$ cat src/rtl/core/aafd_pkg.sv
`default_nettype none
package aafd_pkg;

  // Field widths
  localparam int unsigned AMPLITUDE_BITS = 8;
  localparam int unsigned TOTAL_BITS     = 32;
  localparam int unsigned FIRE_BITS      = 8;
  localparam int unsigned TOTAL_OUT_BITS = 32;
  localparam int unsigned SENS_BITS      = 7;
  localparam int unsigned MIN_FIRE_BITS  = 8;
  localparam int unsigned CMP_BITS       =
    (AMPLITUDE_BITS > MIN_FIRE_BITS) ? AMPLITUDE_BITS : MIN_FIRE_BITS;

  // Attack tracking
  localparam int unsigned FALL_LIMIT = 9;
  localparam int unsigned SENS_MAX   = 100;

  // Intensity average, unsigned Q1.16
  localparam int unsigned SMOOTH_BITS    = 17;
  localparam int unsigned SMOOTH_FRAC    = 16;
  localparam int unsigned SMOOTH_MAX     = (1 << SMOOTH_BITS) - 1;
  localparam int unsigned COEF_BITS      = 16;
  localparam int unsigned KEEP_COEF      = 62259;
  localparam int unsigned NEW_COEF       = 3277;
  localparam int unsigned AMP_TO_Q16     = 512;
  localparam int unsigned NEW_SCALE      = AMP_TO_Q16 * NEW_COEF;
  localparam int unsigned NEW_SCALE_BITS = 21;
  localparam int unsigned KEEP_PROD_BITS = SMOOTH_BITS + COEF_BITS;
  localparam int unsigned NEW_PROD_BITS  = AMPLITUDE_BITS + NEW_SCALE_BITS;
  localparam int unsigned ACC_BITS       =
    ((KEEP_PROD_BITS > NEW_PROD_BITS) ? KEEP_PROD_BITS : NEW_PROD_BITS) + 1;
  localparam int unsigned AVG_BITS       = ACC_BITS - SMOOTH_FRAC;

  typedef struct packed {
    logic [AMPLITUDE_BITS-1:0] amplitude;
    logic                      clear_total;
  } aafd_item_t;

endpackage
`default_nettype wire

$ cat src/rtl/core/aafd_frame_if.sv
`default_nettype none
interface aafd_frame_if;
  logic                                valid;
  logic                                ready;
  logic [aafd_pkg::AMPLITUDE_BITS-1:0] amplitude;
  logic                                clear_total;

  modport source (output valid, output amplitude, output clear_total, input ready);
  modport sink   (input valid, input amplitude, input clear_total, output ready);
endinterface
`default_nettype wire

$ cat src/rtl/core/aafd_report_if.sv
`default_nettype none
interface aafd_report_if;
  logic                                valid;
  logic                                ready;
  logic [aafd_pkg::FIRE_BITS-1:0]      fire;
  logic [aafd_pkg::SMOOTH_BITS-1:0]    intensity;
  logic [aafd_pkg::TOTAL_OUT_BITS-1:0] fire_total;

  modport source (output valid, output fire, output intensity, output fire_total,
                  input ready);
  modport sink   (input valid, input fire, input intensity, input fire_total,
                  output ready);
endinterface
`default_nettype wire

$ cat src/rtl/core/aafd_attack.sv
`default_nettype none
module aafd_attack (
  input  logic                               clk,
  input  logic                               rst,
  input  logic                               advance,
  input  aafd_pkg::aafd_item_t               item,
  input  logic [aafd_pkg::MIN_FIRE_BITS-1:0] min_fire,
  output logic [aafd_pkg::AMPLITUDE_BITS-1:0] fire
);
  localparam int unsigned AW = aafd_pkg::AMPLITUDE_BITS;

  logic [AW-1:0] previous_level;
  logic [AW-1:0] previous_level_next;
  logic [AW-1:0] attack_sum;
  logic [AW-1:0] attack_sum_next;
  logic [AW-1:0] fall_floor;
  logic [AW-1:0] amp;
  logic [AW:0]   rise_sum;

  always_comb begin
    fall_floor = previous_level - AW'(aafd_pkg::FALL_LIMIT);
    amp        = item.amplitude;
    // Limit the fall to one step per frame
    if (previous_level >= AW'(aafd_pkg::FALL_LIMIT) && item.amplitude < fall_floor) begin
      amp = fall_floor;
    end
    rise_sum            = {1'b0, attack_sum} + {1'b0, amp - previous_level};
    attack_sum_next     = attack_sum;
    fire                = '0;
    previous_level_next = amp;
    if (amp > previous_level) begin
      attack_sum_next = rise_sum[AW] ? {AW{1'b1}} : rise_sum[AW-1:0];
    end else if (amp < previous_level) begin
      attack_sum_next = '0;
      // Drop fires at or below the sensitivity floor
      if (aafd_pkg::CMP_BITS'(attack_sum) > aafd_pkg::CMP_BITS'(min_fire)) begin
        fire = attack_sum;
      end
    end
  end

  always_ff @(posedge clk) begin
    if (rst) begin
      previous_level <= '0;
      attack_sum     <= '0;
    end else if (advance) begin
      previous_level <= previous_level_next;
      attack_sum     <= attack_sum_next;
    end
  end
endmodule
`default_nettype wire

$ cat src/rtl/core/aafd_smoother.sv
`default_nettype none
module aafd_smoother (
  input  logic                             clk,
  input  logic                             rst,
  input  logic                             advance,
  input  aafd_pkg::aafd_item_t             item,
  output logic [aafd_pkg::SMOOTH_BITS-1:0] smoothed_level_next
);
  localparam int unsigned KW = aafd_pkg::KEEP_PROD_BITS;
  localparam int unsigned NW = aafd_pkg::NEW_PROD_BITS;
  localparam int unsigned CW = aafd_pkg::ACC_BITS;
  localparam int unsigned VW = aafd_pkg::AVG_BITS;

  logic [aafd_pkg::SMOOTH_BITS-1:0] smoothed_level;
  logic [KW-1:0] keep_prod;
  logic [NW-1:0] new_prod;
  logic [CW-1:0] acc;
  logic [VW-1:0] avg;

  always_comb begin
    keep_prod = KW'(smoothed_level) * KW'(aafd_pkg::KEEP_COEF);
    new_prod  = NW'(item.amplitude) * NW'(aafd_pkg::NEW_SCALE);
    acc       = CW'(keep_prod) + CW'(new_prod);
    avg       = acc[CW-1:aafd_pkg::SMOOTH_FRAC];
    if (avg > VW'(aafd_pkg::SMOOTH_MAX)) begin
      smoothed_level_next = aafd_pkg::SMOOTH_BITS'(aafd_pkg::SMOOTH_MAX);
    end else begin
      smoothed_level_next = avg[aafd_pkg::SMOOTH_BITS-1:0];
    end
  end

  always_ff @(posedge clk) begin
    if (rst) begin
      smoothed_level <= '0;
    end else if (advance) begin
      smoothed_level <= smoothed_level_next;
    end
  end
endmodule
`default_nettype wire

$ cat src/rtl/core/aafd_total.sv
`default_nettype none
module aafd_total (
  input  logic                                clk,
  input  logic                                rst,
  input  logic                                advance,
  input  aafd_pkg::aafd_item_t                item,
  input  logic [aafd_pkg::AMPLITUDE_BITS-1:0] fire,
  output logic [aafd_pkg::TOTAL_BITS-1:0]     fire_sum_next
);
  localparam int unsigned TW = aafd_pkg::TOTAL_BITS;

  logic [TW-1:0] fire_sum;
  logic [TW-1:0] base;
  logic [TW:0]   sum;

  always_comb begin
    base = item.clear_total ? '0 : fire_sum;
    sum  = {1'b0, base} + (TW + 1)'(fire);
    // Saturate at full scale
    fire_sum_next = sum[TW] ? {TW{1'b1}} : sum[TW-1:0];
  end

  always_ff @(posedge clk) begin
    if (rst) begin
      fire_sum <= '0;
    end else if (advance) begin
      fire_sum <= fire_sum_next;
    end
  end
endmodule
`default_nettype wire

$ cat src/rtl/core/audio_attack_fire_detector_core.sv
// Audio attack fire detector. Each frame transaction carries one amplitude
// and a clear_total flag; each one yields exactly one report transaction with
// the released attack (fire), the smoothed intensity (unsigned Q1.16, level
// divided by 128) and the saturating running total of fires. Amplitude falls
// are limited to 9 per frame; rises accumulate into an attack level that is
// released on the first fall and dropped to zero when it is at or below
// (100 - fire_sensitivity) * 2. fire_sensitivity resets to 100 (keep every
// nonzero fire); values above 100 act as 100. Write it only while the block
// is idle. Throughput is one frame per clock unless the report stalls: the
// frame register feeds one pass of compare/add logic and 17x16 and 8x21
// constant multiplies into the report register.
// The report register decouples the sides; frame.ready drops only while both
// registers are full and the report is stalled.
`default_nettype none
module audio_attack_fire_detector_core (
  input  logic                           clk,
  input  logic                           rst,
  input  logic                           cfg_write,
  input  logic [aafd_pkg::SENS_BITS-1:0] cfg_data,
  aafd_frame_if.sink                     frame,
  aafd_report_if.source                  report
);
  localparam int unsigned SW = aafd_pkg::SENS_BITS;
  localparam int unsigned MW = aafd_pkg::MIN_FIRE_BITS;

  // Sensitivity, kept as the derived fire floor
  logic [MW-1:0] min_fire;
  logic [SW-1:0] sens_clamped;
  logic [MW-1:0] min_fire_next;

  // Frame register
  logic                 stage_valid;
  aafd_pkg::aafd_item_t stage_item;
  logic                 advance;

  // Report register
  logic                                report_valid;
  logic [aafd_pkg::FIRE_BITS-1:0]      report_fire;
  logic [aafd_pkg::SMOOTH_BITS-1:0]    report_intensity;
  logic [aafd_pkg::TOTAL_OUT_BITS-1:0] report_total;

  // Datapath results for the item in the frame register
  logic [aafd_pkg::AMPLITUDE_BITS-1:0] fire;
  logic [aafd_pkg::SMOOTH_BITS-1:0]    smoothed_level_next;
  logic [aafd_pkg::TOTAL_BITS-1:0]     fire_sum_next;

  // Clamp sensitivity to 100 and convert to the fire floor
  always_comb begin
    sens_clamped  = (cfg_data > SW'(aafd_pkg::SENS_MAX)) ? SW'(aafd_pkg::SENS_MAX) : cfg_data;
    min_fire_next = MW'((MW'(aafd_pkg::SENS_MAX) - MW'(sens_clamped)) << 1);
  end

  // Move the staged item into the report register when it is free or draining
  assign advance     = stage_valid && (!report_valid || report.ready);
  assign frame.ready = !stage_valid || advance;

  always_ff @(posedge clk) begin
    if (rst) begin
      min_fire <= '0;
    end else if (cfg_write) begin
      min_fire <= min_fire_next;
    end
  end

  always_ff @(posedge clk) begin
    if (rst) begin
      stage_valid <= 1'b0;
    end else if (frame.valid && frame.ready) begin
      stage_valid <= 1'b1;
    end else if (advance) begin
      stage_valid <= 1'b0;
    end
  end

  // Capture the payload on every accepted frame transaction
  always_ff @(posedge clk) begin
    if (frame.valid && frame.ready) begin
      stage_item.amplitude   <= frame.amplitude;
      stage_item.clear_total <= frame.clear_total;
    end
  end

  aafd_attack u_attack (
    .clk      (clk),
    .rst      (rst),
    .advance  (advance),
    .item     (stage_item),
    .min_fire (min_fire),
    .fire     (fire)
  );

  aafd_smoother u_smoother (
    .clk                 (clk),
    .rst                 (rst),
    .advance             (advance),
    .item                (stage_item),
    .smoothed_level_next (smoothed_level_next)
  );

  aafd_total u_total (
    .clk           (clk),
    .rst           (rst),
    .advance       (advance),
    .item          (stage_item),
    .fire          (fire),
    .fire_sum_next (fire_sum_next)
  );

  // Report valid: set on advance, drop once taken with nothing behind it
  always_ff @(posedge clk) begin
    if (rst) begin
      report_valid <= 1'b0;
    end else if (advance) begin
      report_valid <= 1'b1;
    end else if (report.ready) begin
      report_valid <= 1'b0;
    end
  end

  // Hold the report payload until the next advance
  always_ff @(posedge clk) begin
    if (advance) begin
      report_fire      <= aafd_pkg::FIRE_BITS'(fire);
      report_intensity <= smoothed_level_next;
      report_total     <= aafd_pkg::TOTAL_OUT_BITS'(fire_sum_next);
    end
  end

  assign report.valid      = report_valid;
  assign report.fire       = report_fire;
  assign report.intensity  = report_intensity;
  assign report.fire_total = report_total;
endmodule
`default_nettype wire

$ cat src/flat_wrapper.sv
// flat-port wrapper written by rule: the top's interface ports become plain ports
module audio_attack_fire_detector_core_flat 
  (clk, rst, cfg_write, cfg_data, frame_valid, frame_amplitude, frame_clear_total, frame_ready, report_valid, report_fire, report_intensity, report_fire_total, report_ready);
  aafd_frame_if frame_i ();
  aafd_report_if report_i ();
  input  logic clk;
  input  logic rst;
  input  logic cfg_write;
  input  logic [aafd_pkg::SENS_BITS-1:0] cfg_data;
  input wire logic [$bits(frame_i.valid)-1:0] frame_valid;
  input wire logic [$bits(frame_i.amplitude)-1:0] frame_amplitude;
  input wire logic [$bits(frame_i.clear_total)-1:0] frame_clear_total;
  output wire logic [$bits(frame_i.ready)-1:0] frame_ready;
  output wire logic [$bits(report_i.valid)-1:0] report_valid;
  output wire logic [$bits(report_i.fire)-1:0] report_fire;
  output wire logic [$bits(report_i.intensity)-1:0] report_intensity;
  output wire logic [$bits(report_i.fire_total)-1:0] report_fire_total;
  input wire logic [$bits(report_i.ready)-1:0] report_ready;
  assign frame_i.valid = frame_valid;
  assign frame_i.amplitude = frame_amplitude;
  assign frame_i.clear_total = frame_clear_total;
  assign frame_ready = frame_i.ready;
  assign report_valid = report_i.valid;
  assign report_fire = report_i.fire;
  assign report_intensity = report_i.intensity;
  assign report_fire_total = report_i.fire_total;
  assign report_i.ready = report_ready;
  audio_attack_fire_detector_core u_core (.clk(clk), .rst(rst), .cfg_write(cfg_write), .cfg_data(cfg_data), .frame(frame_i), .report(report_i));
endmodule
$ cat config.mk
export PLATFORM = sky130hd
export DESIGN_NAME = audio_attack_fire_detector_core_flat
export DESIGN_NICKNAME = d
export VERILOG_FILES = /design/src/rtl/core/aafd_pkg.sv /design/src/rtl/core/aafd_frame_if.sv /design/src/rtl/core/aafd_report_if.sv /design/src/rtl/core/aafd_attack.sv /design/src/rtl/core/aafd_smoother.sv /design/src/rtl/core/aafd_total.sv /design/src/rtl/core/audio_attack_fire_detector_core.sv /design/src/flat_wrapper.sv
export SDC_FILE = /design/constraint.sdc
export NUM_CORES = 1
export LEC_CHECK = 0
export ABC_AREA = 1
export BUFFER_PORTS_ARGS = -buffer_cell sky130_fd_sc_hd__buf_2
export CORE_ASPECT_RATIO = 1.4
export CORE_MARGIN = 5
export CORE_UTILIZATION = 50
export DETAILED_ROUTE_END_ITERATION = 7
export PLACE_DENSITY = 0.67
export SYNTH_ARGS = -nofsm -noshare
export SYNTH_HDL_FRONTEND = slang
export SYNTH_SLANG_ARGS = --single-unit
$ cat constraint.sdc
create_clock -name clk -period 8.9 [get_ports clk]
set_clock_uncertainty 0.2 [all_clocks]
set_input_delay 2.225 -clock clk [delete_from_list [all_inputs] [get_ports clk]]
set_output_delay 2.225 -clock clk [all_outputs]
set_load 0.02 [all_outputs]
==> results of run 1 <==
-- worst min-delay path by stage --
stage                                   from                 end  cells past startpoint
after floorplan           u_core.min_fire[2]  u_core.min_fire[2]                      2
after global routing      u_core.min_fire[2]  u_core.min_fire[2]                      2
final                     u_core.min_fire[2]  u_core.min_fire[2]                      2
after detailed placement  u_core.min_fire[2]  u_core.min_fire[2]                      2
after CTS                 u_core.min_fire[2]  u_core.min_fire[2]                      2
after global placement    u_core.min_fire[2]  u_core.min_fire[2]                      2
-- synthesized netlist by cell type (all sizes together) --
master / instances / area share
nand2: 518 / 0.12
nor2: 148 / 0.038
inv: 525 / 0.12
xor2: 23 / 0.012
o211ai: 4 / 0.0022
o21bai: 5 / 0.0023
and2: 4 / 0.0015
and3: 1 / 0.00038
o21ai: 59 / 0.018
o22ai: 1 / 0.00038
nand3b: 12 / 0.0055
nor3: 15 / 0.0058
nand4: 22 / 0.0085
fa: 146 / 0.18
xnor2: 17 / 0.0091
a21boi: 2 / 0.00092
a21o: 2 / 0.00092
nor3b: 9 / 0.0055
a211oi: 2 / 0.00092
buf: 16 / 0.0077
nand3: 116 / 0.037
a31oi: 3 / 0.0012
or2: 4 / 0.0015
a21oi: 105 / 0.032
ha: 218 / 0.17
o21a: 2 / 0.00092
nor4: 1 / 0.00077
dfxtp: 74 / 0.091
clkbuf: 14 / 0.0032
edfxtp: 66 / 0.12
-- stage by stage --
stage / std cells / util / setup WS [ps] / area (um^2) / hold WS [ps]
after global placement: 2630 / 0.530 / 1690 / 17100 / 261
after CTS: 2662 / 0.548 / 1530 / 17700 / 282
final: 2662 / 0.548 / 1530 / 17700 / 273
after floorplan: 2134 / - / 2180 / 16300 / 237
after global routing: 2662 / 0.548 / 1000 / 17700 / 313
after detailed placement: 2630 / 0.530 / 1540 / 17100 / 274
-- final cells by class --
| class | count | area, um^2 | area share |
|---|---|---|---|
| Timing Repair Buffer | 86 | 448 | 0.0253 |
| Tap cell | 440 | 551 | 0.0311 |
| Clock inverter | 12 | 133 | 0.00749 |
| Sequential cell | 140 | 3460 | 0.196 |
| Multi-Input combinational cell | 1439 | 10700 | 0.603 |
| Inverter | 525 | 1970 | 0.111 |
| Clock buffer | 20 | 468 | 0.0264 |
-- worst max-delay path: cells and delay by family (launching register included) --
family                   cells  cell delay (ps)
buffers and inverters        8              450
flip-flops                   1              500
AND/OR/NAND/NOR             11             1490
XOR/XNOR                     1              260
adder cells (fa/ha/maj)      9             3850
AO/OA/AOI/OAI                2              350
-- layer usage --
| layer | GRT usage | share of wire |
|---|---|---|
| met5 | 0 | 0 |
| met4 | 0.123 | 0.054 |
| met3 | 0.0237 | 0.027 |
| met2 | 0.437 | 0.54 |
| met1 | 0.250 | 0.38 |
-- state kept, by name (all words and copies together) (netlist names) --
register and cells:
u_core.report.fire_total 32, u_core.u_total.fire_sum 32, u_core.report.intensity 17, u_core.u_smoother.smoothed_level 17
u_core.stage_item 9, u_core.report.fire 8, u_core.u_attack.attack_sum 8, u_core.u_attack.previous_level 8
u_core.min_fire 7, u_core.report.valid 1, u_core.stage_valid 1
-- cell families after synthesis --
family                   after synthesis  synth area share
AO/OA/AOI/OAI                        185            0.0603
XOR/XNOR                              40            0.0215
adder cells (fa/ha/maj)              364             0.347
buffers and inverters                555             0.132
flip-flops                           140             0.213
AND/OR/NAND/NOR                      850             0.227
==> summary.txt, run 1 <==
iteration count of the initial detailed-routing pass -> 5
Worst-path clk slew -> 60 ps
max incr delay on CP -> 540 ps
Reg2Reg Depth -> 31
Mean Syn Cell Area -> 7.63 um^2
Initial Util -> 0.504
# clock sinks -> 140
Post-Synthesis Cells -> 2,134
Antenna Nets Post-Route -> 0
CP startpoint kind -> flip-flop
setup TNS -> 0 ps
status -> finished clean
IO Pins -> 80
Die W -> 163 um
CTS tree -> built
DRC violations left -> 0
vias in the first global route -> 13.5k
DP HPWL -> 34.2 mm
Worst path slowest cell -> fa_1
setup bufs post-CTS -> 0
post-synthesis cell area -> 0.0163 mm^2
vias -> 13.3k
nature of the critical path endpoint -> flip-flop
most frequent cells in the layout -> 521 x inv_1, 504 x nand2_1, 218 x ha_1
DIE AREA -> 0.0363 mm^2
row cnt -> 78
Slew HR -> 0.401
reg2reg end -> u_core.report.intensity[11]
Final GP Congestion -> 0.975
RSZ-0062 raised after global routing -> no
Final Cycle Share -> 0.828
input/output buffers -> 79
global-route usage over all layers -> 0.231
crit path capture -> u_core.report.intensity[11]
r2r setup slk -> 1530 ps
initial antenna violation count -> 0
largest net degree at the start of global routing -> 68
Worst Path Arrival -> 7350 ps
first-pass GRT wire length -> 66.7 mm
CP Launch Point -> u_core.stage_item[6]
cts repair resizes -> 0
Max Buffers Root-to-Sink -> 2
Reg-to-Reg Start -> u_core.stage_item[6]
nets -> 2,594
critical path type -> flip-flop to flip-flop
WL final -> 40.5 mm
Yosys cell types -> 47
Iter 0 DRT Violations -> 638
crit-path most repeated cell -> inv_1
Crit path required time -> 8880 ps
DR vias/cell -> 5.01
Max-cap violations -> 0
commonest non-fill, non-tap cell in the layout -> inv_1
post-route minimum period -> 7370 ps
Synth Register Bits -> 140
grt total ovfl -> 0
Hold Crit Class -> flip-flop to flip-flop
core area -> 0.0323 mm^2
# fillers -> 3,112
Max FO, Critical Path -> 34
Die H -> 224 um
max-slew violations -> 0
H-tree depth -> 4
Mapped Nets -> 2,519
Avg WL per Cell -> 15.2 um
cts bufs inserted -> 17
yosys warns -> 0
hold-fix buffer count after cts -> 0
fraction of layout cells with a size suffix above 1 -> 0.0734
Synth-to-Final Area Change -> 8.76%
Hold Fails Final Rpt -> 0
sequential fraction of the synthesis area -> 0.213
ANT cells -> 0
clock root buffer -> clkbuf_16
actual slew at the worst max-slew pin -> 896 ps
clk_lat worst skew -> 450 ps
Finish-stage setup viols -> 0
FMAX -> 136 MHz
Power of run 1 is left out: the tool's default activity adds up to more than one toggle a clock period on the data nets, which glitch-free logic cannot reach.
==> inputs of run 2 (changes only) <==
clock period = 7.4 ns   (was 8.9 ns; I/O delays follow)
==> run 2 against run 1 <==
  * Maximum frequency up 4.8%
  * Sequential cell count unchanged
  * Die area unchanged
  * Critical endpoint is now u_core.report.intensity[7]
==> summary.txt, run 2 (synthesis gave the netlist of run 1 again) <==
status -> finished clean (unchanged)
Max Buffers Root-to-Sink -> 2 (unchanged)
Finished Core Util -> 0.560 (was 0.548)
commonest non-fill, non-tap cell in the layout -> inv_1 (unchanged)
actual slew at the worst max-slew pin -> 776 ps (was 896 ps)
Final GP Congestion -> 0.959 (was 0.975)
critical path type -> flip-flop to flip-flop (unchanged)
cts bufs inserted -> 17 (unchanged)
Worst Path Arrival -> 7030 ps (was 7350 ps)
crit-path most repeated cell -> inv_1 (unchanged)
clock root buffer -> clkbuf_16 (unchanged)
clk_lat worst skew -> 460 ps (was 450 ps)
Final Cycle Share -> 0.951 (was 0.828)
Avg WL per Cell -> 15.6 um (was 15.2 um)
post-route minimum period -> 7040 ps (was 7370 ps)
max incr delay on CP -> 540 ps (about the same)
first-pass GRT wire length -> 66.6 mm (was 66.7 mm)
Crit path required time -> 7400 ps (was 8880 ps)
Synth-to-Final Area Change -> 11.0% (was 8.76%)
WL final -> 41.8 mm (was 40.5 mm)
Max-cap violations -> 0 (unchanged)
vias in the first global route -> 13.6k (was 13.5k)
H-tree depth -> 4 (unchanged)
Hold Crit Class -> flip-flop to flip-flop (unchanged)
CP startpoint kind -> flip-flop (unchanged)
Die W -> 163 um (unchanged)
Max FO, Critical Path -> 8 (was 34)
# clock sinks -> 140 (unchanged)
DRC violations left -> 0 (unchanged)
pre-CTS setup slack -> 156 ps (was 1540 ps)
core area -> 0.0323 mm^2 (unchanged)
IO Pins -> 80 (unchanged)
Hold Slack -> 276 ps (was 273 ps)
grt total ovfl -> 0 (unchanged)
Crit path max-delay family -> adder cells (unchanged)
most frequent cells in the layout -> 521 x inv_1, 501 x nand2_1, 215 x ha_1 (was 521 x inv_1, 504 x nand2_1, 218 x ha_1)
largest net degree at the start of global routing -> 61 (was 68)
# fillers -> 3,101 (was 3,112)
CP bufs+invs -> 8 (unchanged)
global-route usage over all layers -> 0.231 (about the same)
Hold Fails Final Rpt -> 0 (unchanged)
input/output buffers -> 79 (unchanged)
Worst-path clk slew -> 60 ps (about the same)
Antenna Nets Post-Route -> 0 (unchanged)
ANT cells -> 0 (unchanged)
DIE AREA -> 0.0363 mm^2 (unchanged)
r2r setup slk -> 360 ps (was 1530 ps)
worst setup margin -> 365 ps (was 1530 ps)
max-slew violations -> 0 (unchanged)
Finish-stage setup viols -> 0 (unchanged)
fraction of layout cells with a size suffix above 1 -> 0.0866 (was 0.0734)
Die H -> 224 um (unchanged)
Worst path slowest cell -> fa_1 (unchanged)
DR vias/cell -> 5.08 (was 5.01)
FMAX -> 142 MHz (was 136 MHz)
Iter 0 DRT Violations -> 555 (was 638)
nature of the critical path endpoint -> flip-flop (unchanged)
nets -> 2,611 (was 2,594)
Slew HR -> 0.483 (was 0.401)
row cnt -> 78 (unchanged)
Initial Util -> 0.504 (unchanged)
initial antenna violation count -> 0 (unchanged)
CTS tree -> built (unchanged)
vias -> 13.6k (was 13.3k)
iteration count of the initial detailed-routing pass -> 7 (was 5)
DP HPWL -> 34.3 mm (was 34.2 mm)
run 2: cell types whose count changed in the layout (fill, tap and decap cells not counted), moves of 3 or more:
| cell | previous run | this run |
|---|---|---|
| buf_4 | 7 | 18 |
| bufinv_16 | 2 | 5 |
| ha_1 | 218 | 215 |
| ha_2 | 0 | 3 |
| inv_4 | 4 | 1 |
| nand2_1 | 504 | 501 |
| nand2_8 | 0 | 6 |
| o21ai_0 | 46 | 43 |
run 2: worst min-delay path: cells and delay by family (launching register included):
kind | cells | cell delay [ps]
DFF | 1 | 300
AOI/OAI and AO/OA | 1 | 60
buffers and inverters | 1 | 70
run 2: path summary, 6_finish.rpt:
| path | from | endpoint | cells past startpoint |
|---|---|---|---|
| setup reg to reg | u_core.stage_item[7] | u_core.report.intensity[7] | 31 |
| hold reg to reg | u_core.min_fire[2] | u_core.min_fire[2] | 2 |
| hold / removal | u_core.min_fire[2] | u_core.min_fire[2] | 2 |
| setup / recovery | u_core.stage_item[7] | u_core.report.intensity[7] | 31 |
run 2: routing by layer:
layer	global-route usage	share of wire	vias to the layer above	wire (um)
li1	-	-	6768	-
met1	0.249	0.38	6422	15800
met2	0.437	0.53	308	22000
met3	0.0237	0.033	111	1380
met4	0.121	0.062	0	2580
met5	0	0	-	0
run 2: layout make-up:
type	count	area (um^2)	area share
Inverter	525	1970	0.109
Clock buffer	19	453	0.0251
Sequential cell	140	3460	0.192
Multi-Input combinational cell	1444	10900	0.602
Timing Repair Buffer	98	551	0.0305
Tap cell	440	551	0.0305
Clock inverter	13	211	0.0117
run 2: through the flow:
step | TNS [ps] | std cells | cell area, um^2
final | 0 | 2679 | 18100
after global routing | -336 | 2679 | 18100
after CTS | 0 | 2668 | 17800
after detailed placement | 0 | 2636 | 17200
after global placement | 0 | 2636 | 17200
after floorplan | 0 | 2134 | 16300
run 2: timing repair:
action / CTS / global route
hold buffers: 0 / 0
setup endpoints to repair: 0 / 34
resized for setup: 0 / 31
setup buffers: 0 / 6
Power of run 2 is left out for the same reason.
==> inputs of run 3 (changes only) <==
ABC_AREA = 0   (was 1)
HOLD_SLACK_MARGIN = 0.05   (was not set)
RECOVER_POWER = 100   (was not set)
==> run 3 against run 2 <==
  * The flow now finishes with violations (capacitance limit, slew limit)
  * Critical endpoint is now u_core.report.intensity[9]
  * Sequential share of layout area increased by 1.4 points
  * Largest cell class unchanged
  * Register-to-register slack worse by 160 ps
  * Hold slack lost 1.6 ps
  * Sequential cell count unchanged
  * Maximum frequency fell by 2.2%
  * Via count fell by 14%
  * Design area is 6.8% lower
  * Non-clock buffer count increased by 45
  * Highest routed layer unchanged
  * Final cell count down 22%
  * Synthesized cell count down 25%
  * Synthesized area decreased by 8.5%
==> summary.txt, run 3 <==
status -> complete, but fails checks (was finished clean)
failing checks -> capacitance limit, slew limit
Hold Crit Depth -> 2 (unchanged)
Hold Crit Class -> flip-flop to flip-flop (unchanged)
most frequent cell after synthesis -> inv_1 (unchanged)
Max FO, Critical Path -> 7 (was 8)
footprint of the multi-input gates -> 0.0104 mm^2 (was 0.0109 mm^2)
Max-cap violations -> 1 (was 0)
cts bufs inserted -> 17 (unchanged)
Max Buffers Root-to-Sink -> 2 (unchanged)
Iter 0 DRT Violations -> 510 (was 555)
number of synthesized flops with an enable pin -> 66 (unchanged)
Worst Path Arrival -> 7170 ps (was 7030 ps)
Die W -> 156 um (was 163 um)
Worst path slowest cell -> fa_1 (unchanged)
DP HPWL -> 29.8 mm (was 34.3 mm)
Mean Syn Cell Area -> 9.36 um^2 (was 7.63 um^2)
Avg WL per Cell -> 17.7 um (was 15.6 um)
Yosys cell types -> 70 (was 47)
commonest non-fill, non-tap cell in the layout -> inv_1 (unchanged)
Finish-stage setup viols -> 0 (unchanged)
DP Area -> 0.0160 mm^2 (was 0.0172 mm^2)
Antenna Nets Post-Route -> 0 (unchanged)
global-route usage over all layers -> 0.224 (was 0.231)
Hold Slack -> 274 ps (was 276 ps)
Die H -> 214 um (was 224 um)
fin area -> 0.0168 mm^2 (was 0.0181 mm^2)
FMAX -> 139 MHz (was 142 MHz)
most frequent cells in the layout -> 287 x inv_1, 208 x ha_1, 146 x fa_1 (was 521 x inv_1, 501 x nand2_1, 215 x ha_1)
CP startpoint kind -> flip-flop (unchanged)
Placed Cells -> 2,061 (was 2,636)
CTS tree -> built (unchanged)
Final GP Congestion -> 0.921 (was 0.959)
non-filler cells, final -> 2,098 (was 2,679)
DR vias/cell -> 5.56 (was 5.08)
nets -> 2,090 (was 2,611)
H-tree depth -> 4 (unchanged)
clock root buffer -> clkbuf_16 (unchanged)
clk_lat worst skew -> 440 ps (was 460 ps)
post-route minimum period -> 7190 ps (was 7040 ps)
Final Cycle Share -> 0.972 (was 0.951)
DIE AREA -> 0.0334 mm^2 (was 0.0363 mm^2)
core area -> 0.0294 mm^2 (was 0.0323 mm^2)
input/output buffers -> 79 (unchanged)
Crit path required time -> 7380 ps (was 7400 ps)
row cnt -> 74 (was 78)
max incr delay on CP -> 560 ps (was 540 ps)
Hold Fails Final Rpt -> 0 (unchanged)
vias in the first global route -> 12.0k (was 13.6k)
largest net degree at the start of global routing -> 74 (was 61)
DRC violations left -> 0 (unchanged)
iteration count of the initial detailed-routing pass -> 7 (unchanged)
critical path type -> flip-flop to flip-flop (unchanged)
IO Pins -> 80 (unchanged)
area share of the largest cell type after synthesis -> 0.196 (was 0.179)
r2r setup slk -> 210 ps (was 360 ps)
most area-hungry cell type in the Yosys netlist -> fa_1 (unchanged)
crit-path most repeated cell -> fa_1 (was inv_1)
Initial Util -> 0.508 (was 0.504)
first-pass GRT wire length -> 59.7 mm (was 66.6 mm)
# fillers -> 2,593 (was 3,101)
Primary FF master, synth -> dfxtp_1 (unchanged)
Seq. cell area -> 0.00346 mm^2 (about the same)
nature of the critical path endpoint -> flip-flop (unchanged)
sequential fraction of the synthesis area -> 0.232 (was 0.213)
Slew HR -> -0.165 (was 0.483)
ys async rst share -> 0 (unchanged)
Synth Register Bits -> 140 (unchanged)
worst setup margin -> 210 ps (was 365 ps)
Area contributors post-synth -> fa_1 20%, ha_1 18%, edfxtp_1 13% (was fa_1 18%, ha_1 17%, edfxtp_1 12%)
Synth-to-Final Area Change -> 13.0% (was 11.0%)
initial antenna violation count -> 0 (unchanged)
yosys warns -> 0 (unchanged)
WL final -> 37.2 mm (was 41.8 mm)
pre-CTS setup slack -> -6.16 ps (was 156 ps)
# clock sinks -> 140 (unchanged)
Worst-path clk slew -> 70 ps (was 60 ps)
post-synthesis cell area -> 0.0149 mm^2 (was 0.0163 mm^2)
ANT cells -> 0 (unchanged)
vias -> 11.7k (was 13.6k)
Mapped Nets -> 1,978 (was 2,519)
Post-Synthesis Cells -> 1,593 (was 2,134)
synth cell count leaders -> 290 x inv_1, 218 x ha_1, 146 x fa_1 (was 521 x inv_1, 505 x nand2_1, 218 x ha_1)
fraction of layout cells with a size suffix above 1 -> 0.104 (was 0.0866)
grt total ovfl -> 0 (unchanged)
actual slew at the worst max-slew pin -> 1740 ps (was 776 ps)
Reg2Reg Depth -> 29 (was 31)
max-slew violations -> 47 (was 0)
==> run 3: changes by cell type after synthesis, sizes merged, moves of 18 or more <==
cell | previous run | this run
a21o | 2 | 21
a21oi | 105 | 87
a31oi | 3 | 25
clkbuf | 14 | 36
inv | 525 | 290
nand2 | 518 | 103
nand3 | 116 | 25
nor2 | 148 | 61
nor2b | 0 | 24
nor3 | 15 | 37
o21ai | 59 | 90
xnor2 | 17 | 50
==> run 3: logic make-up after synthesis <==
kind of cell             synth area share
AO/OA/AOI/OAI                       0.135
AND/OR/NAND/NOR                     0.114
flip-flops                          0.232
buffers and inverters              0.0874
adder cells (fa/ha/maj)             0.379
XOR/XNOR                           0.0423
multiplexers                      0.00965
==> run 3: cell type report <==
type,instances,area share
inverters,291,0.0649
flip-flops and latches,140,0.206
repair buffers,143,0.0497
clock inverters,13,0.00988
multi-input cells,1112,0.616
clock buffers,19,0.0257
well taps,380,0.0282
==> run 3: final timing paths <==
check / end / startpoint
hold / removal: u_core.min_fire[4] / u_core.min_fire[4]
hold reg to reg: u_core.min_fire[4] / u_core.min_fire[4]
setup reg to reg: u_core.report.intensity[9] / u_core.stage_item[6]
setup / recovery: u_core.report.intensity[9] / u_core.stage_item[6]
==> run 3: critical path, delay by kind of cell (launching register included) <==
family / cells / cell delay [ps]
adders and majority gates: 9 / 3460
AOI/OAI and AO/OA: 9 / 1600
DFF: 1 / 450
buffers and inverters: 7 / 450
xor gates and xnor gates: 2 / 360
and+or+nand+nor: 2 / 360
==> run 3: stage by stage <==
| stage | utilization | TNS, ps |
|---|---|---|
| floorplan | - | 0 |
| global placement | 0.546 | 0 |
| detailed placement | 0.546 | -11.7 |
| CTS | 0.567 | 0 |
| global route | 0.574 | -125 |
| finish | 0.574 | 0 |
==> run 3: layer usage <==
metal  global-route usage  vias up  wire length (um)
li1                     -     5612                 -
met1                0.257     5625             13900
met2                0.402      324             19400
met3               0.0297      109              1810
met4                0.112        0              2060
met5                    0        -                 0
==> run 3: what timing repair did <==
item                                    4_1_cts  5_1_grt
setup buffers                                 1        3
gates resized for setup                       2       55
gates cloned                                  0        1
pin swaps                                     3       15
hold buffers                                  0        0
hold endpoints to repair                      0        0
endpoints found under the setup margin        9       98
Power of run 3 is left out for the same reason.
